`src/design/i2cmbe_pkg.sv`:
```
package i2cmbe_pkg;

  // command queue depth between decode and sequencer
  localparam int QueueDepth = 2;

  localparam logic [15:0] PhaseCyclesReset = 16'd500;
  localparam logic [2:0]  BitMsb           = 3'd7;

  // register indexes on the config port
  typedef enum logic [0:0] {
    REG_PHASE_CYCLES = 1'b0,
    REG_UNUSED       = 1'b1
  } reg_idx_t;

  typedef enum logic [1:0] {
    CMD_START = 2'd0,
    CMD_STOP  = 2'd1,
    CMD_WRITE = 2'd2,
    CMD_ACK   = 2'd3
  } cmd_t;

  typedef struct packed {
    cmd_t       cmd;
    logic [7:0] data;
    logic       ack;
  } cmd_entry_t;

  // queue head as seen by the sequencer
  typedef struct packed {
    logic       valid;
    cmd_entry_t entry;
  } queue_head_t;

  typedef struct packed {
    logic scl;
    logic sda;
    logic drive;
    logic ack;
    logic last;
  } phase_t;

  // bus levels for one phase of a command
  // lead: leading SCL-low phase of a byte write
  // sub:  phase within the current bit (or within start/stop/ack)
  // bitn: byte bit being sent
  function automatic phase_t phase_of(cmd_entry_t e, logic lead, logic [1:0] sub,
                                      logic [2:0] bitn);
    phase_t p;
    p = '{scl: 1'b0, sda: 1'b1, drive: 1'b1, ack: 1'b0, last: 1'b0};
    case (e.cmd)
      CMD_START: begin
        p.scl  = (sub != 2'd2);
        p.sda  = (sub == 2'd0);
        p.last = (sub == 2'd2);
      end
      CMD_STOP: begin
        p.scl  = 1'b1;
        p.sda  = (sub == 2'd1);
        p.last = (sub == 2'd1);
      end
      CMD_WRITE: begin
        if (lead) begin
          p.scl = 1'b0;
          p.sda = 1'b0;
        end else begin
          p.scl  = (sub == 2'd1);
          p.sda  = e.data[bitn];
          p.last = (bitn == 3'd0) && (sub == 2'd2);
        end
      end
      CMD_ACK: begin
        // SDA released: pulled-up line reads high
        p.scl   = (sub == 2'd0);
        p.sda   = 1'b1;
        p.drive = 1'b0;
        p.ack   = (sub == 2'd1) ? e.ack : 1'b0;
        p.last  = (sub == 2'd1);
      end
      default: begin
        p.last = 1'b1;
      end
    endcase
    return p;
  endfunction

endpackage

```
`src/design/i2cmbe_front.sv`:
```
module i2cmbe_front #(
  parameter int DEPTH = 2
) (
  input  logic                    clk,
  input  logic                    rst_n,
  input  logic                    in_valid,
  output logic                    in_stall,
  input  logic [1:0]              in_operation,
  input  logic [7:0]              in_data_byte,
  input  logic                    in_sda_level,
  output i2cmbe_pkg::queue_head_t head,
  input  logic                    pop
);
  import i2cmbe_pkg::*;

  localparam int IdxW = (DEPTH > 1) ? $clog2(DEPTH) : 1;
  localparam int CntW = $clog2(DEPTH + 1);

  cmd_entry_t            q_r [DEPTH];
  logic [IdxW-1:0]       wr_ptr_r, wr_ptr_nxt;
  logic [IdxW-1:0]       rd_ptr_r, rd_ptr_nxt;
  logic [CntW-1:0]       count_r, count_nxt;
  logic                  push;
  cmd_entry_t            decoded;

  // decode: ack sample only matters for an ack command
  always_comb begin
    decoded.cmd  = cmd_t'(in_operation);
    decoded.data = in_data_byte;
    decoded.ack  = (cmd_t'(in_operation) == CMD_ACK) & in_sda_level;
  end

  assign in_stall = (count_r == CntW'(DEPTH));
  assign push     = in_valid && !in_stall;

  assign head.valid = (count_r != '0);
  assign head.entry = q_r[rd_ptr_r];

  always_comb begin
    wr_ptr_nxt = wr_ptr_r;
    rd_ptr_nxt = rd_ptr_r;
    count_nxt  = count_r;
    if (push) begin
      wr_ptr_nxt = (wr_ptr_r == IdxW'(DEPTH - 1)) ? '0 : wr_ptr_r + 1'b1;
    end
    if (pop) begin
      rd_ptr_nxt = (rd_ptr_r == IdxW'(DEPTH - 1)) ? '0 : rd_ptr_r + 1'b1;
    end
    if (push && !pop) begin
      count_nxt = count_r + 1'b1;
    end else if (pop && !push) begin
      count_nxt = count_r - 1'b1;
    end
  end

  always_ff @(posedge clk) begin
    if (!rst_n) begin
      wr_ptr_r <= '0;
      rd_ptr_r <= '0;
      count_r  <= '0;
    end else begin
      wr_ptr_r <= wr_ptr_nxt;
      rd_ptr_r <= rd_ptr_nxt;
      count_r  <= count_nxt;
    end
  end

  always_ff @(posedge clk) begin
    if (push) begin
      q_r[wr_ptr_r] <= decoded;
    end
  end

  a_count_bound: assert property (@(posedge clk) disable iff (!rst_n)
    count_r <= CntW'(DEPTH))
    else $error("queue count above depth");

  a_no_pop_empty: assert property (@(posedge clk) disable iff (!rst_n)
    pop |-> (count_r != '0))
    else $error("pop from empty queue");

  a_push_count: assert property (@(posedge clk) disable iff (!rst_n)
    (push && !pop) |=> (count_r == $past(count_r) + 1'b1))
    else $error("push not counted");

endmodule

```
`src/design/i2cmbe_back.sv`:
```
module i2cmbe_back (
  input  logic                    clk,
  input  logic                    rst_n,
  input  i2cmbe_pkg::queue_head_t head,
  output logic                    pop,
  output logic                    out_valid,
  input  logic                    out_stall,
  output logic                    out_scl_out,
  output logic                    out_sda_out,
  output logic                    out_sda_drive,
  output logic                    out_ack_bit,
  output logic                    out_last_phase
);
  import i2cmbe_pkg::*;

  logic       lead_r, lead_nxt;
  logic [1:0] sub_r, sub_nxt;
  logic [2:0] bit_r, bit_nxt;
  logic       out_valid_r, out_valid_nxt;
  phase_t     out_r;
  phase_t     ph;
  logic       adv;

  assign ph  = phase_of(head.entry, lead_r, sub_r, bit_r);
  // output slot free or being drained this cycle
  assign adv = head.valid && (!out_valid_r || !out_stall);
  assign pop = adv && ph.last;

  always_comb begin
    lead_nxt      = lead_r;
    sub_nxt       = sub_r;
    bit_nxt       = bit_r;
    out_valid_nxt = out_valid_r && out_stall;
    if (adv) begin
      out_valid_nxt = 1'b1;
      if (ph.last) begin
        lead_nxt = 1'b1;
        sub_nxt  = 2'd0;
        bit_nxt  = BitMsb;
      end else if (head.entry.cmd == CMD_WRITE && lead_r) begin
        lead_nxt = 1'b0;
      end else if (head.entry.cmd == CMD_WRITE && sub_r == 2'd2) begin
        sub_nxt = 2'd0;
        bit_nxt = bit_r - 1'b1;
      end else begin
        sub_nxt = sub_r + 1'b1;
      end
    end
  end

  always_ff @(posedge clk) begin
    if (!rst_n) begin
      lead_r      <= 1'b1;
      sub_r       <= 2'd0;
      bit_r       <= BitMsb;
      out_valid_r <= 1'b0;
    end else begin
      lead_r      <= lead_nxt;
      sub_r       <= sub_nxt;
      bit_r       <= bit_nxt;
      out_valid_r <= out_valid_nxt;
    end
  end

  always_ff @(posedge clk) begin
    if (adv) begin
      out_r <= ph;
    end
  end

  assign out_valid      = out_valid_r;
  assign out_scl_out    = out_r.scl;
  assign out_sda_out    = out_r.sda;
  assign out_sda_drive  = out_r.drive;
  assign out_ack_bit    = out_r.ack;
  assign out_last_phase = out_r.last;

  a_ack_only_last: assert property (@(posedge clk) disable iff (!rst_n)
    (out_valid_r && out_r.ack) |-> (out_r.last && !out_r.drive))
    else $error("ack bit outside final ack phase");

  a_released_high: assert property (@(posedge clk) disable iff (!rst_n)
    (out_valid_r && !out_r.drive) |-> out_r.sda)
    else $error("released SDA not high");

  a_pop_on_last: assert property (@(posedge clk) disable iff (!rst_n)
    pop |=> (out_valid_r && out_r.last))
    else $error("command retired without last phase");

  a_counters_reset: assert property (@(posedge clk) disable iff (!rst_n)
    pop |=> (lead_r && sub_r == 2'd0 && bit_r == BitMsb))
    else $error("phase counters not rewound");

endmodule

```
`src/design/i2c_master_bit_engine.sv`:
```
// I2C master bit engine.
// Input channel (in_*): one bus command per transfer: start, stop, write byte
// or read acknowledge. in_sda_level is the SDA level sampled in the ack clock.
// Output channel (out_*): one transfer per half-period phase with SCL level,
// SDA level, SDA drive enable, ack bit (final ack phase only) and a last flag.
// Start gives 3 phases, stop 2, write byte 25 (MSB first), read ack 2.
// When the queue is empty, a command passes through its queue entry and then
// the output phase register before its first phase shows on out_valid.
// Throughput is one phase per cycle while out_stall is low; queued commands
// follow each other with no gap between their phase runs.
// A small command queue decouples decode from the phase sequencer, so input
// transfers are taken while a phase waits on a stalled output; in_stall rises
// only when the queue is full. out_stall holds the output phase register.
// cfg_* is an APB-style port holding phase_cycles (index 0, reset 500), the
// per-phase hold time for the pin driver; it does not change phase contents.
// Reset (rst_n low, synchronous) empties the queue, drops out_valid and
// rewinds the sequencer; phase_cycles returns to 500.
module i2c_master_bit_engine #(
  parameter int QUEUE_DEPTH = i2cmbe_pkg::QueueDepth
) (
  input  logic        clk,
  input  logic        rst_n,
  input  logic        in_valid,
  output logic        in_stall,
  input  logic [1:0]  in_operation,
  input  logic [7:0]  in_data_byte,
  input  logic        in_sda_level,
  output logic        out_valid,
  input  logic        out_stall,
  output logic        out_scl_out,
  output logic        out_sda_out,
  output logic        out_sda_drive,
  output logic        out_ack_bit,
  output logic        out_last_phase,
  input  logic        cfg_psel,
  input  logic        cfg_penable,
  input  logic        cfg_pwrite,
  input  logic [2:0]  cfg_paddr,
  input  logic [31:0] cfg_pwdata,
  output logic [31:0] cfg_prdata,
  output logic        cfg_pready
);
  import i2cmbe_pkg::*;

  queue_head_t head;
  logic        pop;
  logic [15:0] phase_cycles_r, phase_cycles_nxt;
  reg_idx_t    reg_idx;
  logic        cfg_wr;

  // register index is the word address
  assign reg_idx    = reg_idx_t'(cfg_paddr[2]);
  assign cfg_pready = 1'b1;
  assign cfg_wr     = cfg_psel && cfg_penable && cfg_pwrite && cfg_pready;

  always_comb begin
    phase_cycles_nxt = phase_cycles_r;
    if (cfg_wr && reg_idx == REG_PHASE_CYCLES) begin
      phase_cycles_nxt = cfg_pwdata[15:0];
    end
  end

  always_ff @(posedge clk) begin
    if (!rst_n) begin
      phase_cycles_r <= PhaseCyclesReset;
    end else begin
      phase_cycles_r <= phase_cycles_nxt;
    end
  end

  always_comb begin
    case (reg_idx)
      REG_PHASE_CYCLES: cfg_prdata = {16'd0, phase_cycles_r};
      default:          cfg_prdata = 32'd0;
    endcase
  end

  // decode and command queue
  i2cmbe_front #(
    .DEPTH (QUEUE_DEPTH)
  ) u_front (
    .clk          (clk),
    .rst_n        (rst_n),
    .in_valid     (in_valid),
    .in_stall     (in_stall),
    .in_operation (in_operation),
    .in_data_byte (in_data_byte),
    .in_sda_level (in_sda_level),
    .head         (head),
    .pop          (pop)
  );

  // phase sequencer with registered output
  i2cmbe_back u_back (
    .clk            (clk),
    .rst_n          (rst_n),
    .head           (head),
    .pop            (pop),
    .out_valid      (out_valid),
    .out_stall      (out_stall),
    .out_scl_out    (out_scl_out),
    .out_sda_out    (out_sda_out),
    .out_sda_drive  (out_sda_drive),
    .out_ack_bit    (out_ack_bit),
    .out_last_phase (out_last_phase)
  );

endmodule
```
`config.mk`:
```
export PLATFORM = sky130hd
export DESIGN_NAME = i2c_master_bit_engine
export DESIGN_NICKNAME = d
export VERILOG_FILES = /design/src/design/i2cmbe_pkg.sv /design/src/design/i2cmbe_front.sv /design/src/design/i2cmbe_back.sv /design/src/design/i2c_master_bit_engine.sv
export SDC_FILE = /design/constraint.sdc
export NUM_CORES = 1
export LEC_CHECK = 0
export ABC_AREA = 1
export CORE_AREA = 3 3 85 87
export DETAILED_ROUTE_END_ITERATION = 12
export DIE_AREA = 0 0 88 90
export DONT_BUFFER_PORTS = 1
export PLACE_DENSITY = 0.61
export RECOVER_POWER = 50
export SKIP_LAST_GASP = 1
export SYNTH_ARGS = -nofsm -noshare
export SYNTH_HDL_FRONTEND = slang
export SYNTH_SLANG_ARGS = --single-unit
export TNS_END_PERCENT = 1
```
`constraint.sdc`:
```
create_clock -name clk -period 2.27 [get_ports clk]
set_input_delay 0.1135 -clock clk [delete_from_list [all_inputs] [get_ports clk]]
set_output_delay 0.1135 -clock clk [all_outputs]
set_load 0.05 [all_outputs]
```
==> run metrics, run 1 <==
status completed; Die X 88 µm; worst endpoint required time 2.47 ns; Max VDD drop 270.1 µV; Hold Crit Class primary input to register; share of layout cells above drive strength 1 10.33%; Hold Worst Slack 0.02247 ns; initial antenna violation count 0; Largest delay share family, worst path simple AND/OR/NAND/NOR gates; initial DRC count 89; DP HPWL 3287 µm; drt first pass iters 4; I/O pin total 93; Post-Syn Area 2585 µm²; Setup Total Neg Slack 0 ns; Port Buffer Count 0; Vias per Instance 4.719; worst stage delay on the critical path 0.35 ns; Buffers & Inverters on Critical Path 1; core area 6422 µm²; clock latency on the worst-skew pair 0.31 ns; post-synthesis instance total 297; Root Buffer clkbuf_8; GP Congestion 0.8335; Post-synth ARST share 0%; Slowest-stage cell, CP dfxtp_1; CP max FO 4; unrepaired setup endpoints after global routing false; HP Start cfg_pwdata[10]; GR Overflow Total 0; vias in the first global route 1823; Routed Wire Length 4784 µm; P&R area growth vs syn 14.76%; max cap viols 0; Tmin final 2.007 ns; post-route ant nets 0; hold depth 2; period utilization 88.40%; vias 1916; post-route design area 2967 µm²; Setup crit end kind register; fin. max-slew vios 0; chip height 90 µm; CTS HTree Levels 2; crit start category register; Max transition margin 29.06%; RR Startpoint u_back.bit_r[1]$_SDFFE_PN1P_; Synth top area share 31.36%; FF-to-FF setup slack 0.26 ns; CTS sink count 55; pin count of the biggest net entering global routing 28; Final Skew 0.005972 ns; final-report setup violation count 0; ordered cell list for the critical path inv_1, ha_1, nand3_1, nor2_2, nand2_2, nand3_2, nand2_1, ha_1, a21oi_1, o21ai_0, o21ai_0, a21oi_1; CTS clock-pin slew for the worst setup and hold paths 0.10 ns; reg2reg path depth 12; placed cell areas 2641 µm²; WP data arrival 2.21 ns; CTS tree built; Final Hold Fails 0; cts bufs inserted 5; pwr dens 806.1 nW/µm²; die area 7920 µm²; mean routed wirelength per cell 11.78 µm; Final #Nets 384; initial core utilization 40.25%; main area contributors after synthesis edfxtp_1 (31%), dfxtp_1 (22%), nand2_1 (7.1%); Most used DFF post-synth dfxtp_1; post-synthesis sequential area ratio 53.05%; antenna cells 0; WS Path Type register to register; yosys warns 0; Synth Register Bits 55; Leakage 0.001327 µW; syn_area_per_cell 8.704 µm²; worst hold endpoint phase_cycles_r[10]$_SDFFE_PN0P_; GRT Util Overall 12.78%; FF-to-FF End u_front.count_r[1]$_SDFFE_PN0P_; worst-margin pin slew 1.060 ns; Netlist cell types 30; largest area contributor in the netlist edfxtp_1; Max Fclk 498.4 MHz; number of flops mapped to enable cells by yosys 27; # DRC 0; global-route wire length before repair 8162 µm; Rows 29; Clock Tree Buf Depth 2
-- layer usage --
layer | global-route usage [%] | up-vias | part of all wire, %
met1 | 15.38 | 866 | 44
met4 | 4.348 | 0 | 1.0
met2 | 21.67 | 67 | 49
met5 | 0 | - | 0
li1 | - | 979 | -
met3 | 3.382 | 4 | 5.8
-- cells in the final DEF, fill, tap and decap left out, types with 3 or more instances in the layout --
cell type	n
o21ai_0	16
nand2_1	50
nand3_2	3
ha_1	3
nor2_1	27
dlygate4sd3_1	25
edfxtp_1	27
dfxtp_1	27
conb_1	17
nand2_2	6
buf_4	6
a21oi_1	16
clkbuf_8	5
nand3_1	23
inv_1	46
o211ai_1	6
clkbuf_1	4
-- through the flow --
step,total power [µW],instances,setup WS [ns],utilization (%)
floorplan,1764,312,0.3235,-
global placement,1839,373,0.2554,41.13
detailed placement,1845,373,0.2256,41.13
CTS,2446,406,0.2099,46.48
global route,2546,406,0.01593,46.19
finish,2392,406,0.2634,46.19
-- power by group --
part	leakage, µW	switching (µW)	total [µW]	internal (µW)
Combinational	0.000801	386	551	166
Sequential	0.000482	126	1290	1160
Clock	0.0000443	329	550	221
Total	0.00133	840	2390	1550
-- worst register-to-register path, delay by kind of cell, from the launching register on --
kind,cells,cell delay [ns]
simple gates,5,0.51
compound gates,4,0.43
buf+inv,1,0.13
flops,1,0.35
fa+ha+maj,2,0.48
-- final cells by class --
class	instances	area (µm²)
fillers	591	3456
flip-flops and latches	55	1373
multi-input cells	183	913.4
repair buffers	35	310.3
inverters	48	180.2
well taps	77	96.34
clock buffers	5	68.82
clock inverters	3	25.02
-- synthesized netlist by cell type (3+ instances only) --
master,count
inv_1,45
nand3_2,3
o21ai_0,16
inv_2,3
o211ai_1,6
edfxtp_1,27
nand2_1,49
nor2_1,28
dfxtp_1,28
nand2_2,6
clkbuf_1,6
buf_4,17
ha_1,3
a21oi_1,16
nand3_1,23
-- worst max-delay path by stage --
| stage | to | depth (start not counted) | startpoint |
|---|---|---|---|
| after global routing | u_front.count_r[1]$_SDFFE_PN0P_ | 12 | u_back.bit_r[1]$_SDFFE_PN1P_ |
| final | u_front.count_r[1]$_SDFFE_PN0P_ | 12 | u_back.bit_r[1]$_SDFFE_PN1P_ |
| after global placement | u_front.count_r[1]$_SDFFE_PN0P_ | 12 | u_back.bit_r[1]$_SDFFE_PN1P_ |
| after floorplan | u_front.count_r[1]$_SDFFE_PN0P_ | 12 | u_back.bit_r[0]$_SDFFE_PN1P_ |
| after CTS | u_front.count_r[1]$_SDFFE_PN0P_ | 12 | u_back.bit_r[1]$_SDFFE_PN1P_ |
| after detailed placement | u_front.count_r[1]$_SDFFE_PN0P_ | 12 | u_back.bit_r[1]$_SDFFE_PN1P_ |
-- logic make-up after synthesis --
logic type	after synthesis	share of synthesized area, %
AOI/OAI and AO/OA	44	9.923
xor gates and xnor gates	1	0.3389
adders and majority gates	3	1.452
buffers and inverters	74	13.60
DFF	55	53.05
other	2	0.2905
and+or+nand+nor	118	21.35
-- flip-flops by register name, summed over array words and instances (netlist names), 2 cells and up, named ones only --
name and flops:
phase_cycles_r 16, u_back.sub_r 2, u_front.count_r 2, u_back.bit_r 3, u_front.q_r 22
-- timing repair --
action                                  in CTS  in global routing
resized for setup                            0                  2
endpoints found under the setup margin       0                  1
endpoints found under the hold margin       48                  0
hold buffers                                25                  0
buffers inserted                             0                  0
No activity file was read; power rests on OpenSTA's default activity.
==> run 2: changes to the inputs <==
--- a/config.mk
+++ b/config.mk
@@ -7,6 +7,7 @@
 export LEC_CHECK = 0
 export ABC_AREA = 1
 export CORE_AREA = 3 3 85 87
+export CTS_BUF_LIST = sky130_fd_sc_hd__clkbuf_2
 export DETAILED_ROUTE_END_ITERATION = 12
 export DIE_AREA = 0 0 88 90
 export DONT_BUFFER_PORTS = 1
==> run metrics, run 2 (same netlist as run 1, synthesis figures left out) <==
Final Hold Fails 0 (unchanged); Port Buffer Count 0 (unchanged); Top Metal Used met4; chip height 90 µm (unchanged); DP HPWL 3287 µm (unchanged); CTS sink count 55 (unchanged); Max transition margin 27.95% (-1.1 points); Slowest-stage cell, CP dfxtp_2; Util after Layout 46.50% (+0.31 points); WP data arrival 2.38 ns (+0.17 ns); DR WL met3 290 µm (+4.3%); GR Overflow Total 0 (unchanged); Final #Nets 389 (+1.3%); Rows 29 (unchanged); core area 6422 µm² (unchanged); placed cells 373 (unchanged); worst-margin pin slew 1.077 ns (+0.01656 ns); worst stage delay on the critical path 0.40 ns (+0.05 ns); Vias per Instance 4.718 (about the same); Setup Total Neg Slack 0 ns (unchanged); Routed Wire Length 4875 µm (+1.9%); M1 WL 2155 µm (+1.7%); pin count of the biggest net entering global routing 28 (unchanged); Root Buffer clkbuf_2; unrepaired setup endpoints after global routing false; Max Fclk 497.7 MHz (-0.13%); Clock Tree Buf Depth 2 (unchanged); commonest non-fill, non-tap cell in the layout nand2_1; I/O pin total 93 (unchanged); mean routed wirelength per cell 11.86 µm (+0.66%); biggest regs u_front.q_r: 22 flops, phase_cycles_r: 16 flops, u_back.bit_r: 3 flops; Setup crit end kind register; cts bufs inserted 5 (unchanged); period utilization 88.51% (+0.12 points); crit start category register; leading cell types in the layout, fill and taps excluded nand2_1 (49), inv_1 (45), dlygate4sd3_1 (29); CTS HTree Levels 2 (unchanged); max reg flops 22 (unchanged); pwr dens 758.1 nW/µm² (-6.0%); WS Path Type register to register; Buffers & Inverters on Critical Path 1 (unchanged); initial DRC count 94 (+5.6%); global-route wire length before repair 8328 µm (+2.0%); worst endpoint required time 2.64 ns (+0.17 ns); CP max FO 4 (unchanged); share of layout cells above drive strength 1 11.98% (+1.6 points); ordered cell list for the critical path inv_1, ha_1, nand3_1, nor2_2, nand2_2, nand3_2, nand2_1, ha_1, a21oi_1, o21ai_0, o21ai_0, a21oi_1; GRT Util Overall 12.91% (+0.14 points); GP Congestion 0.8335 (unchanged); max cap viols 0 (unchanged); Die X 88 µm (unchanged); vias in the first global route 1853 (+1.6%); final cell count without fillers 411 (+1.2%); initial antenna violation count 0 (unchanged); CTS clock-pin slew for the worst setup and hold paths 0.28 ns (+0.18 ns); final-report setup violation count 0 (unchanged); CTS tree built; Hold Worst Slack 0.05333 ns (+0.03086 ns); fin. max-slew vios 0 (unchanged); Max VDD drop 328.9 µV (+22%); initial core utilization 40.25% (unchanged); # DRC 0 (unchanged); antenna cells 0 (unchanged); status completed; vias 1939 (+1.2%); largest register by flop count u_front.q_r; post-route ant nets 0 (unchanged); Routed met2 length 2345 µm (+0.30%); Hold Crit Class primary input to register; Largest delay share family, worst path simple AND/OR/NAND/NOR gates; drt first pass iters 4 (unchanged); P&R area growth vs syn 15.54%; clock latency on the worst-skew pair 0.44 ns (+0.13 ns); Leakage 0.001351 µW (+1.8%); Final Skew 0.008059 ns (+0.002086 ns); die area 7920 µm² (unchanged); Tmin final 2.009 ns (+0.002639 ns)
[run 2: cell types whose count changed in the layout (fill, tap and decap cells not counted), sizes merged]
cell / delta
buf: +3
dlygate4sd3: +4
clkbuf: -2
[run 2: per-layer routing]
layer  global-route usage, %  vias to the layer above
met5                       0                        -
li1                        -                      986
met1                   15.92                      868
met4                   4.092                        0
met3                   3.473                       10
met2                   21.61                       75
[run 2: area by class of cell]
class	instances	area, µm²
inverter	48	180.2
multi-input combinational	183	920.9
timing repair buffer	40	365.4
fill	596	3436
tap	77	96.34
clock buffer	5	25.02
clock inverter	3	25.02
sequential	55	1374
[run 2: what timing repair did]
| action | in CTS | in global routing |
|---|---|---|
| hold endpoints to repair | 50 | 0 |
| endpoints found under the setup margin | 0 | 1 |
| hold buffers | 29 | 0 |
| gates resized for setup | 0 | 3 |
| setup buffers | 0 | 1 |
[run 2: tightest hold or removal path: cells and delay by family]
kind                   cells  cell delay (ns)
AO/OA/AOI/OAI              2             0.18
buffers and inverters      1             0.10
AND/OR/NAND/NOR            1             0.08
[run 2: worst paths after layout]
| check | startpoint | to | slack, ns | cells past startpoint |
|---|---|---|---|---|
| setup / recovery | u_back.bit_r[1]$_SDFFE_PN1P_ | u_front.count_r[1]$_SDFFE_PN0P_ | 0.26 | 12 |
| hold / removal | in_valid | u_front.wr_ptr_r$_SDFFE_PN0P_ | 0.05 | 4 |
| setup reg to reg | u_back.bit_r[1]$_SDFFE_PN1P_ | u_front.count_r[1]$_SDFFE_PN0P_ | 0.26 | 12 |
| hold reg to reg | phase_cycles_r[3]$_SDFFE_PN0P_ | phase_cycles_r[3]$_SDFFE_PN0P_ | 0.47 | 2 |
[run 2: where the power goes]
part           switching, µW  internal [µW]
logic                    395            177
clock network            320           80.3
registers                125           1170
total                    840           1420
[run 2: per-stage QoR]
step           total power, µW  setup WS (ns)  area [µm²]
4_1_cts                   2296         0.1955        2982
2_1_floorplan             1764         0.3235        2641
3_5_place_dp              1845         0.2256        2641
6_report                  2264         0.2608        2987
3_3_place_gp              1839         0.2554        2641
5_1_grt                   2415       0.008456        2987
==> run 3: changes to the inputs <==
==> constraint.sdc (replaced) <==
create_clock -name clk -period 2.6 [get_ports clk]
set_input_delay 0.13 -clock clk [delete_from_list [all_inputs] [get_ports clk]]
set_output_delay 0.13 -clock clk [all_outputs]
set_load 0.05 [all_outputs]
==> run metrics, run 3 (same netlist as run 1, synthesis figures left out) <==
initial antenna violation count 0 (unchanged); pin count of the biggest net entering global routing 28 (unchanged); initial DRC count 88 (-6.4%); Hold Worst Slack 0.07247 ns (+0.01914 ns); mean routed wirelength per cell 11.69 µm (-1.4%); Routed Wire Length 4701 µm (-3.6%); # DRC 0 (unchanged); drt first pass iters 4 (unchanged); core area 6422 µm² (unchanged); Max Fclk 444.7 MHz (-11%); WP data arrival 2.61 ns (+0.23 ns); vias 1878 (-3.1%); worst-margin pin slew 1.042 ns (-0.03513 ns); WS Path Type register to register; worst endpoint required time 2.96 ns (+0.32 ns); leading cell types in the layout, fill and taps excluded nand2_1 (49), inv_1 (45), dlygate4sd3_1 (29); clock latency on the worst-skew pair 0.44 ns (about the same); combinational share of power 21.3% (-4.0 points); chip height 90 µm (unchanged); cts hold-fix bufs 29 (unchanged); internal power 1410 µW (-1.0%); crit start category register; HP Start in_valid; FF-to-FF End u_front.count_r[1]$_SDFFE_PN0P_; worst hold endpoint u_front.wr_ptr_r$_SDFFE_PN0P_; GP Congestion 0.8279 (-0.67%); sw frac 33.68% (-3.4 points); vias in the first global route 1832 (-1.1%); Leakage 0.001330 µW (-1.5%); setup bufs post-CTS 0 (unchanged); reg2reg path depth 12 (unchanged); GR Overflow Total 0 (unchanged); initial core utilization 40.25% (unchanged); fin. max-slew vios 0 (unchanged); placed cells 365 (-2.1%); CTS sink count 55 (unchanged); FF-to-FF setup slack 0.35 ns (+0.09 ns); Setup crit end kind register; share of layout cells above drive strength 1 8.923% (-3.1 points); max reg flops 22 (unchanged); CTS HTree Levels 2 (unchanged); hold depth 4 (unchanged); final cell count without fillers 402 (-2.2%); antenna cells 0 (unchanged); Final Hold Fails 0 (unchanged); die area 7920 µm² (unchanged); global-route wire length before repair 8231 µm (-1.2%); Tmin final 2.249 ns (+0.2394 ns); largest register by flop count u_front.q_r; CP max FO 14 (+10); max cap viols 0 (unchanged); Psw 715.8 µW (-15%); unrepaired setup endpoints after global routing false; cts bufs inserted 5 (unchanged); final-report setup violation count 0 (unchanged); # resized after CTS 0 (unchanged); CTS tree built; clock group share of total power 24.9% (+7.2 points); Final Skew 0.02143 ns (+0.01337 ns); register area 1371 µm² (-0.18%); Max VDD drop 250.4 µV (-24%); Hold Crit Class primary input to register; Root Buffer clkbuf_2; pwr dens 718.0 nW/µm² (-5.3%); CTS clock-pin slew for the worst setup and hold paths 0.29 ns (about the same); DP HPWL 3200 µm (-2.6%); Port Buffer Count 0 (unchanged); post-route ant nets 0 (unchanged); Setup Total Neg Slack 0 ns (unchanged); P&R area growth vs syn 14.52%; Max transition margin 30.30% (+2.4 points); period utilization 86.48% (-2.0 points); I/O pin total 93 (unchanged); Vias per Instance 4.672 (-0.98%); Die X 88 µm (unchanged); biggest regs u_front.q_r: 22 flops, phase_cycles_r: 16 flops, u_back.bit_r: 3 flops; status completed; Sequential Power Share 53.8% (-3.2 points); Clock Tree Buf Depth 2 (unchanged); GRT Util Overall 12.72% (-0.20 points); fillcell total 610 (+2.3%); Rows 29 (unchanged); Final #Nets 380 (-2.3%); area occupied by multi-input gates 918.4 µm² (-0.27%); commonest non-fill, non-tap cell in the layout nand2_1
[run 3: cell types whose count changed in the layout (fill, tap and decap cells not counted), sizes merged]
cell    before  now
buf          9    1
bufinv       0    2
clkinv       2    0
clkbuf       7    6
[run 3: cell type report]
type                    instances  share of cell area [%]
clock buffers                   5                  0.8453
clock inverters                 3                   2.282
inverters                      48                   6.086
multi-input cells             183                   31.02
flip-flops and latches         55                   46.32
well taps                      77                   3.254
repair buffers                 31                   10.19
[run 3: power by group through the flow]
stage / Sequential [µW] / Clock (µW) / Combinational (µW)
CTS: 1140 / 544 / 459
finish: 1140 / 530 / 452
detailed placement: 1160 / 0 / 416
global route: 1160 / 576 / 513
floorplan: 1150 / 0 / 391
global placement: 1160 / 0 / 414
[run 3: metal layers]
metal  track usage [%]  part of all wire (%)
met5                 0                     0
met4             3.708                  0.98
met3             4.205                   6.3
met2             21.55                    49
met1             15.09                    44
[run 3: worst max-delay path, stage by stage (launching register included)]
cell,delay [ns]
dfxtp_1,0.69
inv_2,0.08
nand2_2,0.09
nand2_4,0.08
a21oi_2,0.16
nand2_2,0.11
nand3_2,0.12
nand2_1,0.09
ha_1,0.34
a21oi_1,0.11
o21ai_0,0.11
o21ai_0,0.15
a21oi_1,0.06
[run 3: worst max-delay path by stage]
stage                            startpoint                              end  slack (ns)
3_3_place_gp                       register  u_front.count_r[1]$_SDFFE_PN0P_        0.37
6_report                           register  u_front.count_r[1]$_SDFFE_PN0P_        0.35
2_1_floorplan  u_back.bit_r[0]$_SDFFE_PN1P_  u_front.count_r[1]$_SDFFE_PN0P_        0.65
4_1_cts                            register  u_front.count_r[1]$_SDFFE_PN0P_        0.32
3_5_place_dp                       register  u_front.count_r[1]$_SDFFE_PN0P_        0.35
5_1_grt                            register  u_front.count_r[1]$_SDFFE_PN0P_       0.008
[run 3: per-stage QoR]
step           worst slack, ns  area, µm²  power [µW]  utilization (%)
3_5_place_dp            0.3462       2581        1579            40.19
3_3_place_gp            0.3699       2581        1575            40.19
4_1_cts                 0.3165       2964        2147            46.15
5_1_grt               0.008063       2960        2245            46.09
2_1_floorplan           0.6535       2641        1540                -
6_report                0.3514       2960        2125            46.09
